[config.mk]
export PLATFORM = sky130hd
export DESIGN_NAME = size_suffix_string_to_integer_flat
export DESIGN_NICKNAME = d
export VERILOG_FILES = /design/src/sv/sizstr_pkg.sv /design/src/sv/sizstr_if.sv /design/src/sv/sizstr_alu.sv /design/src/sv/size_suffix_string_to_integer.sv /design/src/flat_wrapper.sv
export SDC_FILE = /design/constraint.sdc
export NUM_CORES = 2
export LEC_CHECK = 0
export ABC_AREA = 1
export BUFFER_PORTS_ARGS = -buffer_cell sky130_fd_sc_hd__buf_2
export CORE_AREA = 2 2 403 405
export CTS_BUF_LIST = sky130_fd_sc_hd__clkbuf_4 sky130_fd_sc_hd__clkbuf_8 sky130_fd_sc_hd__clkbuf_16
export DETAILED_ROUTE_END_ITERATION = 10
export DIE_AREA = 0 0 405 407
export GPL_TIMING_DRIVEN = 0
export MAX_ROUTING_LAYER = met4
export PLACE_DENSITY_LB_ADDON = 0.1
export SETUP_SLACK_MARGIN = 0.5
export SLEW_MARGIN = 30
export SYNTH_ARGS = -nofsm -noshare
export SYNTH_HDL_FRONTEND = slang
export SYNTH_SLANG_ARGS = --single-unit
[constraint.sdc]
create_clock -name clk_i -period 34 [get_ports clk_i]
set_clock_uncertainty 0.05 [all_clocks]
set_input_delay 8.5 -clock clk_i [delete_from_list [all_inputs] [get_ports clk_i]]
set_output_delay 8.5 -clock clk_i [all_outputs]
set_load 0.01 [all_outputs]
[src/sv/sizstr_pkg.sv]
// Package for the size string converter: widths, character codes, status
// codes, sequencer states and the unit letter decode.
// No dependencies.
package sizstr_pkg;

  localparam int VALUE_BITS_DEF = 64;
  localparam int OUT_W          = 64;
  localparam int CHAR_W         = 8;
  localparam int STATUS_W       = 2;
  localparam int BASE_W         = 16;
  localparam int DIGIT_W        = 4;
  localparam int SCALE_W        = 3;
  localparam int APB_DATA_W     = 32;
  localparam int APB_ADDR_W     = 3;
  localparam int REG_IDX_W      = APB_ADDR_W - 2;
  localparam int DEC_BASE       = 10;

  localparam logic [BASE_W-1:0]    UNIT_BASE_RESET = 16'd1024;
  localparam logic [REG_IDX_W-1:0] REG_UNIT_BASE   = 1'd0;

  localparam logic [CHAR_W-1:0] CH_NUL   = 8'h00;
  localparam logic [CHAR_W-1:0] CH_TAB   = 8'h09;
  localparam logic [CHAR_W-1:0] CH_SPACE = 8'h20;
  localparam logic [CHAR_W-1:0] CH_PLUS  = 8'h2B;
  localparam logic [CHAR_W-1:0] CH_MINUS = 8'h2D;
  localparam logic [CHAR_W-1:0] CH_ZERO  = 8'h30;
  localparam logic [CHAR_W-1:0] CH_NINE  = 8'h39;
  localparam logic [CHAR_W-1:0] CH_LC_K  = 8'h6B;
  localparam logic [CHAR_W-1:0] CH_UC_K  = 8'h4B;
  localparam logic [CHAR_W-1:0] CH_LC_M  = 8'h6D;
  localparam logic [CHAR_W-1:0] CH_UC_M  = 8'h4D;
  localparam logic [CHAR_W-1:0] CH_LC_G  = 8'h67;
  localparam logic [CHAR_W-1:0] CH_UC_G  = 8'h47;
  localparam logic [CHAR_W-1:0] CH_LC_T  = 8'h74;
  localparam logic [CHAR_W-1:0] CH_UC_T  = 8'h54;
  localparam logic [CHAR_W-1:0] CH_LC_P  = 8'h70;
  localparam logic [CHAR_W-1:0] CH_UC_P  = 8'h50;
  localparam logic [CHAR_W-1:0] CH_LC_E  = 8'h65;
  localparam logic [CHAR_W-1:0] CH_UC_E  = 8'h45;

  typedef enum logic [STATUS_W-1:0] {
    STAT_OK       = 2'd0,
    STAT_SYNTAX   = 2'd1,
    STAT_OVERFLOW = 2'd2
  } status_e;

  typedef enum logic [4:0] {
    ST_SKIP   = 5'b00001,
    ST_SIGN   = 5'b00010,
    ST_DIGITS = 5'b00100,
    ST_DONE   = 5'b01000,
    ST_SCALE  = 5'b10000
  } state_e;

  typedef struct packed {
    logic               use_base;
    logic               neg;
    logic [DIGIT_W-1:0] digit;
  } alu_req_t;

  typedef struct packed {
    logic               ok;
    logic [SCALE_W-1:0] count;
  } expo_t;

  function automatic expo_t exponent_of(input logic [CHAR_W-1:0] c);
    expo_t r;
    r.ok    = 1'b1;
    r.count = 3'd0;
    case (c)
      CH_NUL, CH_SPACE, CH_TAB: r.count = 3'd0;
      CH_LC_K, CH_UC_K:         r.count = 3'd1;
      CH_LC_M, CH_UC_M:         r.count = 3'd2;
      CH_LC_G, CH_UC_G:         r.count = 3'd3;
      CH_LC_T, CH_UC_T:         r.count = 3'd4;
      CH_LC_P, CH_UC_P:         r.count = 3'd5;
      CH_LC_E, CH_UC_E:         r.count = 3'd6;
      default:                  r.ok    = 1'b0;
    endcase
    return r;
  endfunction

endpackage

[src/sv/sizstr_if.sv]
// Valid/ready channels of the size string converter: character in, result out.
// Depends on sizstr_pkg.
interface sizstr_in_if;
  logic                             valid;
  logic                             ready;
  logic [sizstr_pkg::CHAR_W-1:0]    char_code;
  logic                             end_of_string;

  modport source (output valid, output char_code, output end_of_string, input ready);
  modport sink   (input valid, input char_code, input end_of_string, output ready);
endinterface

interface sizstr_out_if;
  logic                             valid;
  logic                             ready;
  logic signed [sizstr_pkg::OUT_W-1:0] value;
  logic [sizstr_pkg::STATUS_W-1:0]  status;

  modport source (output valid, output value, output status, input ready);
  modport sink   (input valid, input value, input status, output ready);
endinterface

[src/sv/sizstr_alu.sv]
// Shared multiply-add unit: acc * (10 or unit base) +/- digit, with range check.
// Depends on sizstr_pkg.
module sizstr_alu #(
  parameter int VALUE_BITS = sizstr_pkg::VALUE_BITS_DEF
) (
  input  logic signed [VALUE_BITS-1:0]    acc_i,
  input  logic [sizstr_pkg::BASE_W-1:0]   base_i,
  input  sizstr_pkg::alu_req_t            req_i,
  output logic [VALUE_BITS-1:0]           res_o,
  output logic                            ovf_o
);

  localparam int MUL_W = sizstr_pkg::BASE_W + 1;
  localparam int PW    = VALUE_BITS + MUL_W;
  localparam int ADD_W = sizstr_pkg::DIGIT_W + 1;

  logic signed [MUL_W-1:0] mul;
  logic signed [ADD_W-1:0] add;
  logic signed [PW-1:0]    acc_x;
  logic signed [PW-1:0]    mul_x;
  logic signed [PW-1:0]    sum;
  logic [PW-VALUE_BITS:0]  top;

  always_comb begin
    mul = req_i.use_base ? $signed({1'b0, base_i}) : MUL_W'(sizstr_pkg::DEC_BASE);
    add = $signed({1'b0, req_i.digit});
    if (req_i.use_base) begin
      add = '0;
    end else if (req_i.neg) begin
      add = -add;
    end
    acc_x = PW'(acc_i);
    mul_x = PW'(mul);
    sum   = acc_x * mul_x + PW'(add);
    top   = sum[PW-1:VALUE_BITS-1];
    ovf_o = !((&top) || !(|top));
    res_o = sum[VALUE_BITS-1:0];
  end

endmodule

[src/sv/size_suffix_string_to_integer.sv]
// Top level of the size string converter: parse sequencer, APB register, result beat.
// Depends on sizstr_pkg, sizstr_if and sizstr_alu.
//
//  channel  dir  handshake        payload
//  in_i     in   valid/ready      char_code[7:0], end_of_string
//  out_o    out  valid/ready      value[63:0] signed, status[1:0]
//  apb      in   psel/penable     paddr[2:0], pwdata/prdata[31:0], pready tied high
//
// Blanks, signs and digits are taken as they arrive; a unit letter multiplies by the unit
// base once per suffix power (1 to 6) through the shared multiply-add unit, not ready meanwhile.
// Reset clears the parse state and sets unit_base to 1024; no clearing pass.
// A result beat the sink has not taken holds off every input beat and the suffix scaling.
module size_suffix_string_to_integer #(
  parameter int VALUE_BITS = sizstr_pkg::VALUE_BITS_DEF
) (
  input  logic                               clk_i,
  input  logic                               rst_ni,
  sizstr_in_if.sink                          in_i,
  sizstr_out_if.source                       out_o,
  input  logic                               psel,
  input  logic                               penable,
  input  logic                               pwrite,
  input  logic [sizstr_pkg::APB_ADDR_W-1:0]  paddr,
  input  logic [sizstr_pkg::APB_DATA_W-1:0]  pwdata,
  output logic [sizstr_pkg::APB_DATA_W-1:0]  prdata,
  output logic                               pready
);

  sizstr_pkg::state_e                  state_q, state_d;
  logic                                neg_q, neg_d;
  logic signed [VALUE_BITS-1:0]        acc_q, acc_d;
  logic [sizstr_pkg::SCALE_W-1:0]      cnt_q, cnt_d;
  logic                                end_q, end_d;
  logic [sizstr_pkg::BASE_W-1:0]       base_q;
  logic                                out_valid_q;
  logic signed [sizstr_pkg::OUT_W-1:0] out_value_q;
  sizstr_pkg::status_e                 out_status_q;

  sizstr_pkg::alu_req_t                alu_req;
  logic [VALUE_BITS-1:0]               alu_res;
  logic                                alu_ovf;

  logic                                out_free;
  logic                                in_ready;
  logic                                in_fire;
  logic                                emit;
  logic [VALUE_BITS-1:0]               emit_val;
  sizstr_pkg::status_e                 emit_st;
  logic [sizstr_pkg::CHAR_W-1:0]       c;
  logic                                eos;
  logic                                is_digit;
  logic                                is_blank;
  logic                                is_sign;
  sizstr_pkg::expo_t                   expo;
  logic                                cfg_wr;

  sizstr_alu #(
    .VALUE_BITS(VALUE_BITS)
  ) u_alu (
    .acc_i (acc_q),
    .base_i(base_q),
    .req_i (alu_req),
    .res_o (alu_res),
    .ovf_o (alu_ovf)
  );

  assign out_free = !out_valid_q || out_o.ready;
  assign in_ready = (state_q != sizstr_pkg::ST_SCALE) && out_free;
  assign in_fire  = in_i.valid && in_ready;
  assign c        = in_i.char_code;
  assign eos      = in_i.end_of_string;
  assign is_digit = (c >= sizstr_pkg::CH_ZERO) && (c <= sizstr_pkg::CH_NINE);
  assign is_blank = (c == sizstr_pkg::CH_SPACE) || (c == sizstr_pkg::CH_TAB);
  assign is_sign  = (c == sizstr_pkg::CH_PLUS) || (c == sizstr_pkg::CH_MINUS);
  assign expo     = sizstr_pkg::exponent_of(c);

  always_comb begin
    state_d        = state_q;
    neg_d          = neg_q;
    acc_d          = acc_q;
    cnt_d          = cnt_q;
    end_d          = end_q;
    emit           = 1'b0;
    emit_val       = '1;
    emit_st        = sizstr_pkg::STAT_SYNTAX;
    alu_req.use_base = 1'b0;
    alu_req.neg      = neg_q;
    alu_req.digit    = c[sizstr_pkg::DIGIT_W-1:0];
    case (state_q)
      sizstr_pkg::ST_SCALE: begin
        alu_req.use_base = 1'b1;
        if (out_free) begin
          if (alu_ovf) begin
            emit    = 1'b1;
            emit_st = sizstr_pkg::STAT_OVERFLOW;
          end else begin
            acc_d = alu_res;
            cnt_d = cnt_q - 3'd1;
            if (cnt_q == 3'd1) begin
              emit     = 1'b1;
              emit_val = alu_res;
              emit_st  = sizstr_pkg::STAT_OK;
            end
          end
          if (emit) begin
            if (end_q) begin
              state_d = sizstr_pkg::ST_SKIP;
              neg_d   = 1'b0;
              acc_d   = '0;
            end else begin
              state_d = sizstr_pkg::ST_DONE;
            end
          end
        end
      end
      sizstr_pkg::ST_SKIP, sizstr_pkg::ST_SIGN,
      sizstr_pkg::ST_DIGITS, sizstr_pkg::ST_DONE: begin
        if (in_fire) begin
          if (state_q == sizstr_pkg::ST_DONE) begin
            state_d = sizstr_pkg::ST_DONE;
          end else if (state_q == sizstr_pkg::ST_SKIP && is_blank) begin
            state_d = sizstr_pkg::ST_SKIP;
          end else if (state_q == sizstr_pkg::ST_SKIP && is_sign) begin
            neg_d   = (c == sizstr_pkg::CH_MINUS);
            state_d = sizstr_pkg::ST_SIGN;
          end else if (state_q != sizstr_pkg::ST_DIGITS) begin
            if (!is_digit) begin
              emit = 1'b1;
            end else if (alu_ovf) begin
              emit    = 1'b1;
              emit_st = sizstr_pkg::STAT_OVERFLOW;
            end else begin
              acc_d   = alu_res;
              state_d = sizstr_pkg::ST_DIGITS;
            end
          end else if (is_digit) begin
            if (alu_ovf) begin
              emit    = 1'b1;
              emit_st = sizstr_pkg::STAT_OVERFLOW;
            end else begin
              acc_d = alu_res;
            end
          end else if (expo.ok) begin
            if (expo.count == 3'd0) begin
              emit     = 1'b1;
              emit_val = acc_q;
              emit_st  = sizstr_pkg::STAT_OK;
            end else begin
              state_d = sizstr_pkg::ST_SCALE;
              cnt_d   = expo.count;
              end_d   = eos;
            end
          end else begin
            emit = 1'b1;
          end

          if (eos && !emit && state_d != sizstr_pkg::ST_SCALE) begin
            if (state_d == sizstr_pkg::ST_SKIP || state_d == sizstr_pkg::ST_SIGN) begin
              emit = 1'b1;
            end else if (state_d == sizstr_pkg::ST_DIGITS) begin
              emit     = 1'b1;
              emit_val = acc_d;
              emit_st  = sizstr_pkg::STAT_OK;
            end
          end

          if (emit) begin
            state_d = sizstr_pkg::ST_DONE;
          end

          if (eos && state_d != sizstr_pkg::ST_SCALE) begin
            state_d = sizstr_pkg::ST_SKIP;
            neg_d   = 1'b0;
            acc_d   = '0;
          end
        end
      end
      default: begin
        state_d = sizstr_pkg::ST_SKIP;
      end
    endcase
  end

  always_ff @(posedge clk_i or negedge rst_ni) begin
    if (!rst_ni) begin
      state_q     <= sizstr_pkg::ST_SKIP;
      neg_q       <= 1'b0;
      acc_q       <= '0;
      cnt_q       <= '0;
      end_q       <= 1'b0;
      out_valid_q <= 1'b0;
    end else begin
      state_q <= state_d;
      neg_q   <= neg_d;
      acc_q   <= acc_d;
      cnt_q   <= cnt_d;
      end_q   <= end_d;
      if (emit) begin
        out_valid_q <= 1'b1;
      end else if (out_o.ready) begin
        out_valid_q <= 1'b0;
      end
    end
  end

  always_ff @(posedge clk_i) begin
    if (emit) begin
      out_value_q  <= sizstr_pkg::OUT_W'($signed(emit_val));
      out_status_q <= emit_st;
    end
  end

  assign cfg_wr = psel && penable && pwrite &&
                  (paddr[sizstr_pkg::APB_ADDR_W-1:2] == sizstr_pkg::REG_UNIT_BASE);

  always_ff @(posedge clk_i or negedge rst_ni) begin
    if (!rst_ni) begin
      base_q <= sizstr_pkg::UNIT_BASE_RESET;
    end else if (cfg_wr) begin
      base_q <= pwdata[sizstr_pkg::BASE_W-1:0];
    end
  end

  always_comb begin
    prdata = '0;
    if (paddr[sizstr_pkg::APB_ADDR_W-1:2] == sizstr_pkg::REG_UNIT_BASE) begin
      prdata = sizstr_pkg::APB_DATA_W'(base_q);
    end
  end

  assign pready       = 1'b1;
  assign in_i.ready   = in_ready;
  assign out_o.valid  = out_valid_q;
  assign out_o.value  = out_value_q;
  assign out_o.status = out_status_q;

endmodule

[src/flat_wrapper.sv]
// flat-port wrapper written by rule: the top's interface ports become plain ports
module size_suffix_string_to_integer_flat 
#(
  parameter int VALUE_BITS = sizstr_pkg::VALUE_BITS_DEF
)
  (clk_i, rst_ni, psel, penable, pwrite, paddr, pwdata, prdata, pready, in_i_valid, in_i_char_code, in_i_end_of_string, in_i_ready, out_o_valid, out_o_value, out_o_status, out_o_ready);
  sizstr_in_if in_i_i ();
  sizstr_out_if out_o_i ();
  input  logic clk_i;
  input  logic rst_ni;
  input  logic psel;
  input  logic penable;
  input  logic pwrite;
  input  logic [sizstr_pkg::APB_ADDR_W-1:0] paddr;
  input  logic [sizstr_pkg::APB_DATA_W-1:0] pwdata;
  output logic [sizstr_pkg::APB_DATA_W-1:0] prdata;
  output logic pready;
  input wire logic [$bits(in_i_i.valid)-1:0] in_i_valid;
  input wire logic [$bits(in_i_i.char_code)-1:0] in_i_char_code;
  input wire logic [$bits(in_i_i.end_of_string)-1:0] in_i_end_of_string;
  output wire logic [$bits(in_i_i.ready)-1:0] in_i_ready;
  output wire logic [$bits(out_o_i.valid)-1:0] out_o_valid;
  output wire logic [$bits(out_o_i.value)-1:0] out_o_value;
  output wire logic [$bits(out_o_i.status)-1:0] out_o_status;
  input wire logic [$bits(out_o_i.ready)-1:0] out_o_ready;
  assign in_i_i.valid = in_i_valid;
  assign in_i_i.char_code = in_i_char_code;
  assign in_i_i.end_of_string = in_i_end_of_string;
  assign in_i_ready = in_i_i.ready;
  assign out_o_valid = out_o_i.valid;
  assign out_o_value = out_o_i.value;
  assign out_o_status = out_o_i.status;
  assign out_o_i.ready = out_o_ready;
  size_suffix_string_to_integer #(.VALUE_BITS(VALUE_BITS)) u_core (.clk_i(clk_i), .rst_ni(rst_ni), .in_i(in_i_i), .out_o(out_o_i), .psel(psel), .penable(penable), .pwrite(pwrite), .paddr(paddr), .pwdata(pwdata), .prdata(prdata), .pready(pready));
endmodule
# Word-level counts from Yosys, hierarchy flattened
# Index checks and enable logic that the tools add are counted.
# classes
multipliers,1
n_mux,115
n_eq_ne,44
add_sub_neg,3
n_bitwise,7
reduce_logical,38
n_lt_le_gt_ge,2
# op_table
cell,count
$mux 64,24
$pmux 64 s2,2
$mux 5,20
$eq 8x7->1 const B,12
$add 81x5->81,1
$mul 64x17->81,1
$mux 1,36
$mux 16,2
$mux 3,10
$mux 2,14
$eq 8x6->1 const B,3
$pmux 3 s6,1
$reduce_and 18->1,1
$reduce_or 18->1,1
$ne 5x5->1 const B,3
$reduce_or 15->1,1
$ne 2x2->1 const B,7
$reduce_or 2->1,6
$logic_and 1x1->1,11
$reduce_and 11->1,1
$eq 5x1->1 const B,2
$eq 5x2->1 const B,2
$eq 5x3->1 const B,2
$ne 2x1->1 const B,5
other kinds (26),42
# word_totals
wordCells,219
register_bits,157
in_bits,51

# Longest topological paths before layout
# depth
depth_word,30
depth_mapped,53
depth_no_buf,48

# Cells and area by module
# From an unflattened synthesis, not the netlist that was laid out.
# unflattened
cells_unflattened,6552
hier_area_um2,48532.8
# modules_own_cells
module,instances,cells_per_inst,area_each_um2
sizstr_alu,1,5041,37742.4
size_suffix_string_to_integer,1,1511,10790.3

# Worst setup path before layout
# No wires, ideal clock.
# synth_path
path_kind,input to register
start,input in_i_char_code[1]
end,register u_core.out_status_q[0] (netlist: u_core.out_o.status[0]) (enable)
t_arrival_ns,20.984
setup_slack_ns,12.379
stages,34
path_buffers,0
cell_sequence,inv_1 ha_1 nand2_1 nor2_1 nor3_1 inv_1 fa_1 fa_1 inv_1 fa_1 fa_1 inv_1 fa_1 inv_1 ha_1 nand2_1 inv_1 nand2_1 nand2_1 a21oi_1 nor2_1 nor2_1 nand2_1 nand2_1 nand2_2 a21oi_1 nand2_1 nand2_1 nor2_1 nand3_1 nand2_4 inv_1 nor2_1 o31ai_1
# synth_via
elab_chain_cells,23
elab_cells_between_ends,83
cone_classes,add/sub (2); order compare (2); eq/ne (20); mux (37); reduce/logical (22)
# synth_rtl
item,line,rtl
from (decl),flat_wrapper.sv:19,input wire logic [$bits(in_i_i.char_code)-1:0] in_i_char_code;
$neg 4->5,sizstr_alu.sv:30,add = -add;
$mux 5,sizstr_alu.sv:29,end else if (req_i.neg) begin
$mux 5,sizstr_alu.sv:27,if (req_i.use_base) begin
$add 81x5->81,sizstr_alu.sv:34,sum = acc_x * mul_x + PW'(add);
$reduce_or 18->1,sizstr_alu.sv:36,ovf_o = !((&top) || !(|top));
$logic_not 1->1,sizstr_alu.sv:36,
$logic_or 1x1->1,sizstr_alu.sv:36,
$mux 5 / $mux 1 (equally long branches),"size_suffix_string_to_integer.sv:129, size_suffix_string_to_integer.sv:137",
[8 not listed],-,
$mux 1 (tied with other cells),size_suffix_string_to_integer.sv:160,end else if (state_d == sizstr_pkg::ST_DIGITS) begin
$mux 1 / $logic_and 1x1->1 (equally long branches),"size_suffix_string_to_integer.sv:158, size_suffix_string_to_integer.sv:157",
$mux 1,size_suffix_string_to_integer.sv:157,if (eos && !emit && state_d != sizstr_pkg::ST_SCALE) begin
$mux 1,size_suffix_string_to_integer.sv:118,if (in_fire) begin
$mux 1,size_suffix_string_to_integer.sv:89,case (state_q)
$mux 1,size_suffix_string_to_integer.sv:118,
$pmux 1 s2 *,size_suffix_string_to_integer.sv:89,
net u_core.emit,size_suffix_string_to_integer.sv:46,logic emit;
to (signal assigned),size_suffix_string_to_integer.sv:209,out_status_q <= emit_st;
to (decl),size_suffix_string_to_integer.sv:37,sizstr_pkg::status_e out_status_q;
# Mark *: on every way through the listed nets, which the timed path passes. The rest lies on a longest branch. The select of a mux whose other input is x is not followed.
# A chain may end at the register's enable or synchronous reset.

# Final worst setup path
# layout_path
start,input in_i_char_code[0]
end,"register u_core.out_value_q (netlist bit u_core.out_o.value[1]), data pin"
# layout_via
elab_chain_cells,21
elab_cells_between_ends,92
cone_classes,add/sub (2); order compare (2); eq/ne (20); mux (46); reduce/logical (22)
# layout_rtl
item,line,rtl
$neg 4->5,sizstr_alu.sv:30,
$mux 5,sizstr_alu.sv:29,
$mux 5,sizstr_alu.sv:27,
$add 81x5->81,sizstr_alu.sv:34,
$reduce_or 18->1,sizstr_alu.sv:36,
$logic_not 1->1,sizstr_alu.sv:36,
$logic_or 1x1->1,sizstr_alu.sv:36,
$mux 5 / $mux 1 (equally long branches),"size_suffix_string_to_integer.sv:129, size_suffix_string_to_integer.sv:137",
[6 not listed],-,
$mux 5 / $mux 1 (equally long branches),size_suffix_string_to_integer.sv:89,
$eq 5x3->1 (tied with other cells),size_suffix_string_to_integer.sv:160,
$mux 64 (tied with other cells),size_suffix_string_to_integer.sv:160,
$mux 64 / $logic_and 1x1->1 (equally long branches),"size_suffix_string_to_integer.sv:158, size_suffix_string_to_integer.sv:157",
$mux 64,size_suffix_string_to_integer.sv:157,
$mux 64,size_suffix_string_to_integer.sv:118,
$pmux 64 s2 *,size_suffix_string_to_integer.sv:89,
net u_core.emit_val[1],size_suffix_string_to_integer.sv:47,logic [VALUE_BITS-1:0] emit_val;
to (signal assigned),size_suffix_string_to_integer.sv:208,out_value_q <= sizstr_pkg::OUT_W'($signed(emit_val));
to (decl),size_suffix_string_to_integer.sv:36,logic signed [sizstr_pkg::OUT_W-1:0] out_value_q;
# Marked as above.

==> impl_metrics.py <==
metrics = {
    "placed_design": {
        "place_hpwl_um": 205000,
        "dpl.cell_count": 8844,
        "port_buffers": 114,
        "global_placement_routability_congestion": 1.05,
        "dpl-instance-area_um2": 52400,
        "place_worst_setup_slack_ns": 15.10,
    },
    "flow_run": {
        "cap_violations": 0,
    },
    "worst_hold_path": {
        "hold_depth": 2,
        "hold_start": "u_core.cnt_q[1]",
        "holdCritPathClass": "flip-flop to flip-flop",
    },
    "synthesis": {
        "synthesis.instances": 6515,
        "post_synth_instance_area_um2": 48000,
        "ys_warn_count": 0,
        "async_reset_ff_share_pct": 58.0,
        "synth.top_cells.by_area": "sky130_fd_sc_hd__fa_1 42%, sky130_fd_sc_hd__inv_1 12%, sky130_fd_sc_hd__nand2_1 12%",
        "post-synth-top-area-cell": "sky130_fd_sc_hd__fa_1",
        "synth_largest_type_area_fraction_pct": 41.8,
        "number_of_register_bits_inferred_by_synthesis": 157,
        "ys_seq_area_share_pct": 8.88,
        "synth_ff_type": "sky130_fd_sc_hd__dfrtp_1",
        "ys_types": 56,
        "synth-edff-count": 66,
        "synthesis.area_per_instance_um2": 7.37,
    },
    "worst_setup_path": {
        "kind_of_end_point_of_the_critical_path": "flip-flop",
        "critPathMaxStageDelay_ns": 0.57,
        "worst-endpoint-required_ns": 34.16,
        "critical_path.reg2reg.endpoint": "u_core.out_o.value[1]",
        "worst-path-buf-inv": 10,
        "rr_worst_depth": 43,
        "critical_path.startpoint": "in_i_char_code[0]",
        "cpMostUsedCell": "sky130_fd_sc_hd__nand2_1",
        "crit_cells": 42,
        "timing.setup.critical_path_class": "primary input to flip-flop",
        "cp_max_fo": 31,
        "startpoint_type": "primary input",
        "end_of_the_critical_path": "u_core.out_o.value[1]",
        "crit_slowest_cell": "sky130_fd_sc_hd__fa_1",
        "r2r_slack_ns": 21.09,
        "r2r_start": "u_core.state_q[0]",
        "cp.arrival_ns": 18.88,
        "critical_path.top_delay_family": "simple AND/OR/NAND/NOR gates",
    },
    "floorplan": {
        "height_of_the_chip_um": 407,
        "initial_utilization_pct": 30.0,
        "num_io_pins": 152,
        "floorplan.rows": 147,
        "floorplan.core_area_um2": 160000,
        "floorplan.die_area_um2": 165000,
        "die_w_um": 405,
    },
    "pwr": {
        "total_switching_power_mw": 2.68,
        "power_report.internal_total_mw": 1.36,
        "maximum_resistive_drop_on_vdd_mv": 0.0596,
        "powerDensity_nw_per_um2": 76.2,
        "power_frac_clock_pct": 5.4,
        "share_seq_of_total_power_pct": 8.4,
        "static_power_due_to_leakage_nw": 26.2,
        "p_sw_share_pct": 66.4,
        "totalPowerFinal_mw": 4.04,
        "comb_power_share_pct": 86.1,
    },
    "sta": {
        "worst_slew_margin_rel_pct": 28.7,
        "rsz0062_at_grt": "no",
        "timing.final.max_slew_violations": 0,
        "postLayoutSetupSlackWorst_ns": 15.28,
        "min_period_over_period_pct": 55.1,
        "holdWs_ns": 0.462,
        "upper_clock_frequency_limit_mhz": 53.4,
        "worst_pin_slew_ns": 1.07,
        "setup_violations": 0,
        "hold_vio_cnt_final": 0,
        "finalCriticalPeriod_ns": 18.72,
        "setup_tns_ns": 0,
    },
    "clock_tree": {
        "cts.repair.resized": 0,
        "cts_setup_buffers": 0,
        "source_to_sink_clock_delay_at_the_later_pin_of_the_worst_skew_pair_ns": 0.58,
        "cts.sinks": 157,
        "cts_hold_buffers": 0,
        "max-clock-path-buffers": 2,
        "path_clk_slew_ns": 0.08,
        "clock_tree.htree_level_count": 4,
        "clock-root-buffer": "sky130_fd_sc_hd__clkbuf_16",
        "tritoncts.num_buffers": 17,
        "cts_tree": "done",
    },
    "layout": {
        "area_of_the_multi_input_gates_um2": 36600,
        "finish.utilization_pct": 33.1,
        "design_area_um2": 53000,
        "mostFrequentLayoutCell": "sky130_fd_sc_hd__inv_1",
        "layoutNonFillerInstCount": 8886,
        "layout.filler_cells": 17705,
        "final-seq-area_um2": 4260,
        "areaGrowthSynthToFinish_pct": 10.4,
        "final_net_count": 7942,
        "mostFrequentLayoutCells": "1543 x sky130_fd_sc_hd__inv_1, 1497 x sky130_fd_sc_hd__nand2_1, 1001 x sky130_fd_sc_hd__fa_1",
        "final_layout_size_suffix_gt1_share_pct": 5.30,
    },
    "outcome": {
        "status": "complete, no violations",
    },
    "route": {
        "wl_met3_um": 15400,
        "highest-signal-layer": "met4",
        "met1Wirelength_um": 104000,
        "drt_first_pass_iters": 8,
        "drt_first_iter_violations": 4245,
        "drt_wl_total_um": 240000,
        "count_of_antenna_violating_nets_left_after_detailed_routing": 0,
        "routed-via-count": 43849,
        "routed-wl-met2_um": 110000,
        "detailed_route_wire_length_per_cell_um": 27.0,
        "drt_drc_violations_left": 0,
        "route.detailed.vias_per_inst": 4.93,
    },
    "global_routing": {
        "antenna_violations_before_repair": 18,
        "gr_usage_total_pct": 30.5,
        "grt_overflow": 0,
        "grt_first_pass_wirelength_um": 340000,
        "grt_pass1_vias": 44660,
        "grt_max_degree": 57,
    },
}
[flip-flops by register name, summed over array words and instances (netlist names)]
register,cells
u_core.acc_q,64
u_core.out_o.status,2
u_core.neg_q,1
u_core.end_q,1
u_core.out_o.value,64
u_core.cnt_q,3
u_core.out_o.valid,1
u_core.base_q,16
u_core.state_q,5
[cell usage after synthesis, drive strengths merged (3+ instances only)]
cell and n:
nand3 106, inv 1568, nand3b 18, edfxtp 66, nor3 36, nor2 919, a21oi 210, ha 187
o31ai 3, nand4 34, o21bai 9, clkinv 25, a31oi 56, a211oi 3, o21ai 211, xnor2 39
buf 68, a22oi 57, or2 5, dfrtp 89, clkbuf 242, and2 7, nand2 1505, xor2 29
fa 1001, nor4 5
[worst min-delay path: stages (launching register included)]
cell,delay (ns)
sky130_fd_sc_hd__dfrtp_1,0.35
sky130_fd_sc_hd__nand2_1,0.05
sky130_fd_sc_hd__o21ai_0,0.07
[area by class of cell]
cell class,instances,share of cell area [%]
Sequential cell,157,8.04
Tap cell,2160,5.10
Timing Repair Buffer,154,2.80
Antenna cell,10,0.0472
Multi-Input combinational cell,4470,69.0
Inverter,1593,11.3
Buffer,310,2.56
Clock inverter,11,0.205
Clock buffer,21,0.895
[per-layer routing]
| metal | track usage (%) | vias to the layer above |
|---|---|---|
| li1 | - | 19306 |
| met1 | 40.6 | 22498 |
| met2 | 47.3 | 1737 |
| met3 | 3.42 | 308 |
| met4 | 12.6 | 0 |
| met5 | - | - |
[kinds of logic after synthesis]
kind of cell | Yosys count | synth area share, %
compound gates | 561 | 6.47
xor+xnor | 68 | 1.24
buf+inv | 1903 | 15.1
flops | 157 | 8.88
simple gates | 2636 | 21.6
fa+ha+maj | 1188 | 46.6
other cells | 2 | 0.0156
[worst min path at each step]
stage,endpoint
4_1_cts,u_core.cnt_q[1]
6_report,u_core.cnt_q[1]
3_3_place_gp,u_core.cnt_q[1]
5_1_grt,u_core.state_q[0]
2_1_floorplan,u_core.cnt_q[1]
3_5_place_dp,u_core.cnt_q[1]
[power by group through the flow]
stage,sequential (mW),clock (mW),combinational (mW)
after floorplan,0.335,0,2.06
after global placement,0.351,0,3.42
after detailed placement,0.340,0,3.42
after CTS,0.338,0.225,3.45
after global routing,0.345,0.227,3.77
final,0.341,0.219,3.48
Power figures use the tool's default switching activity.
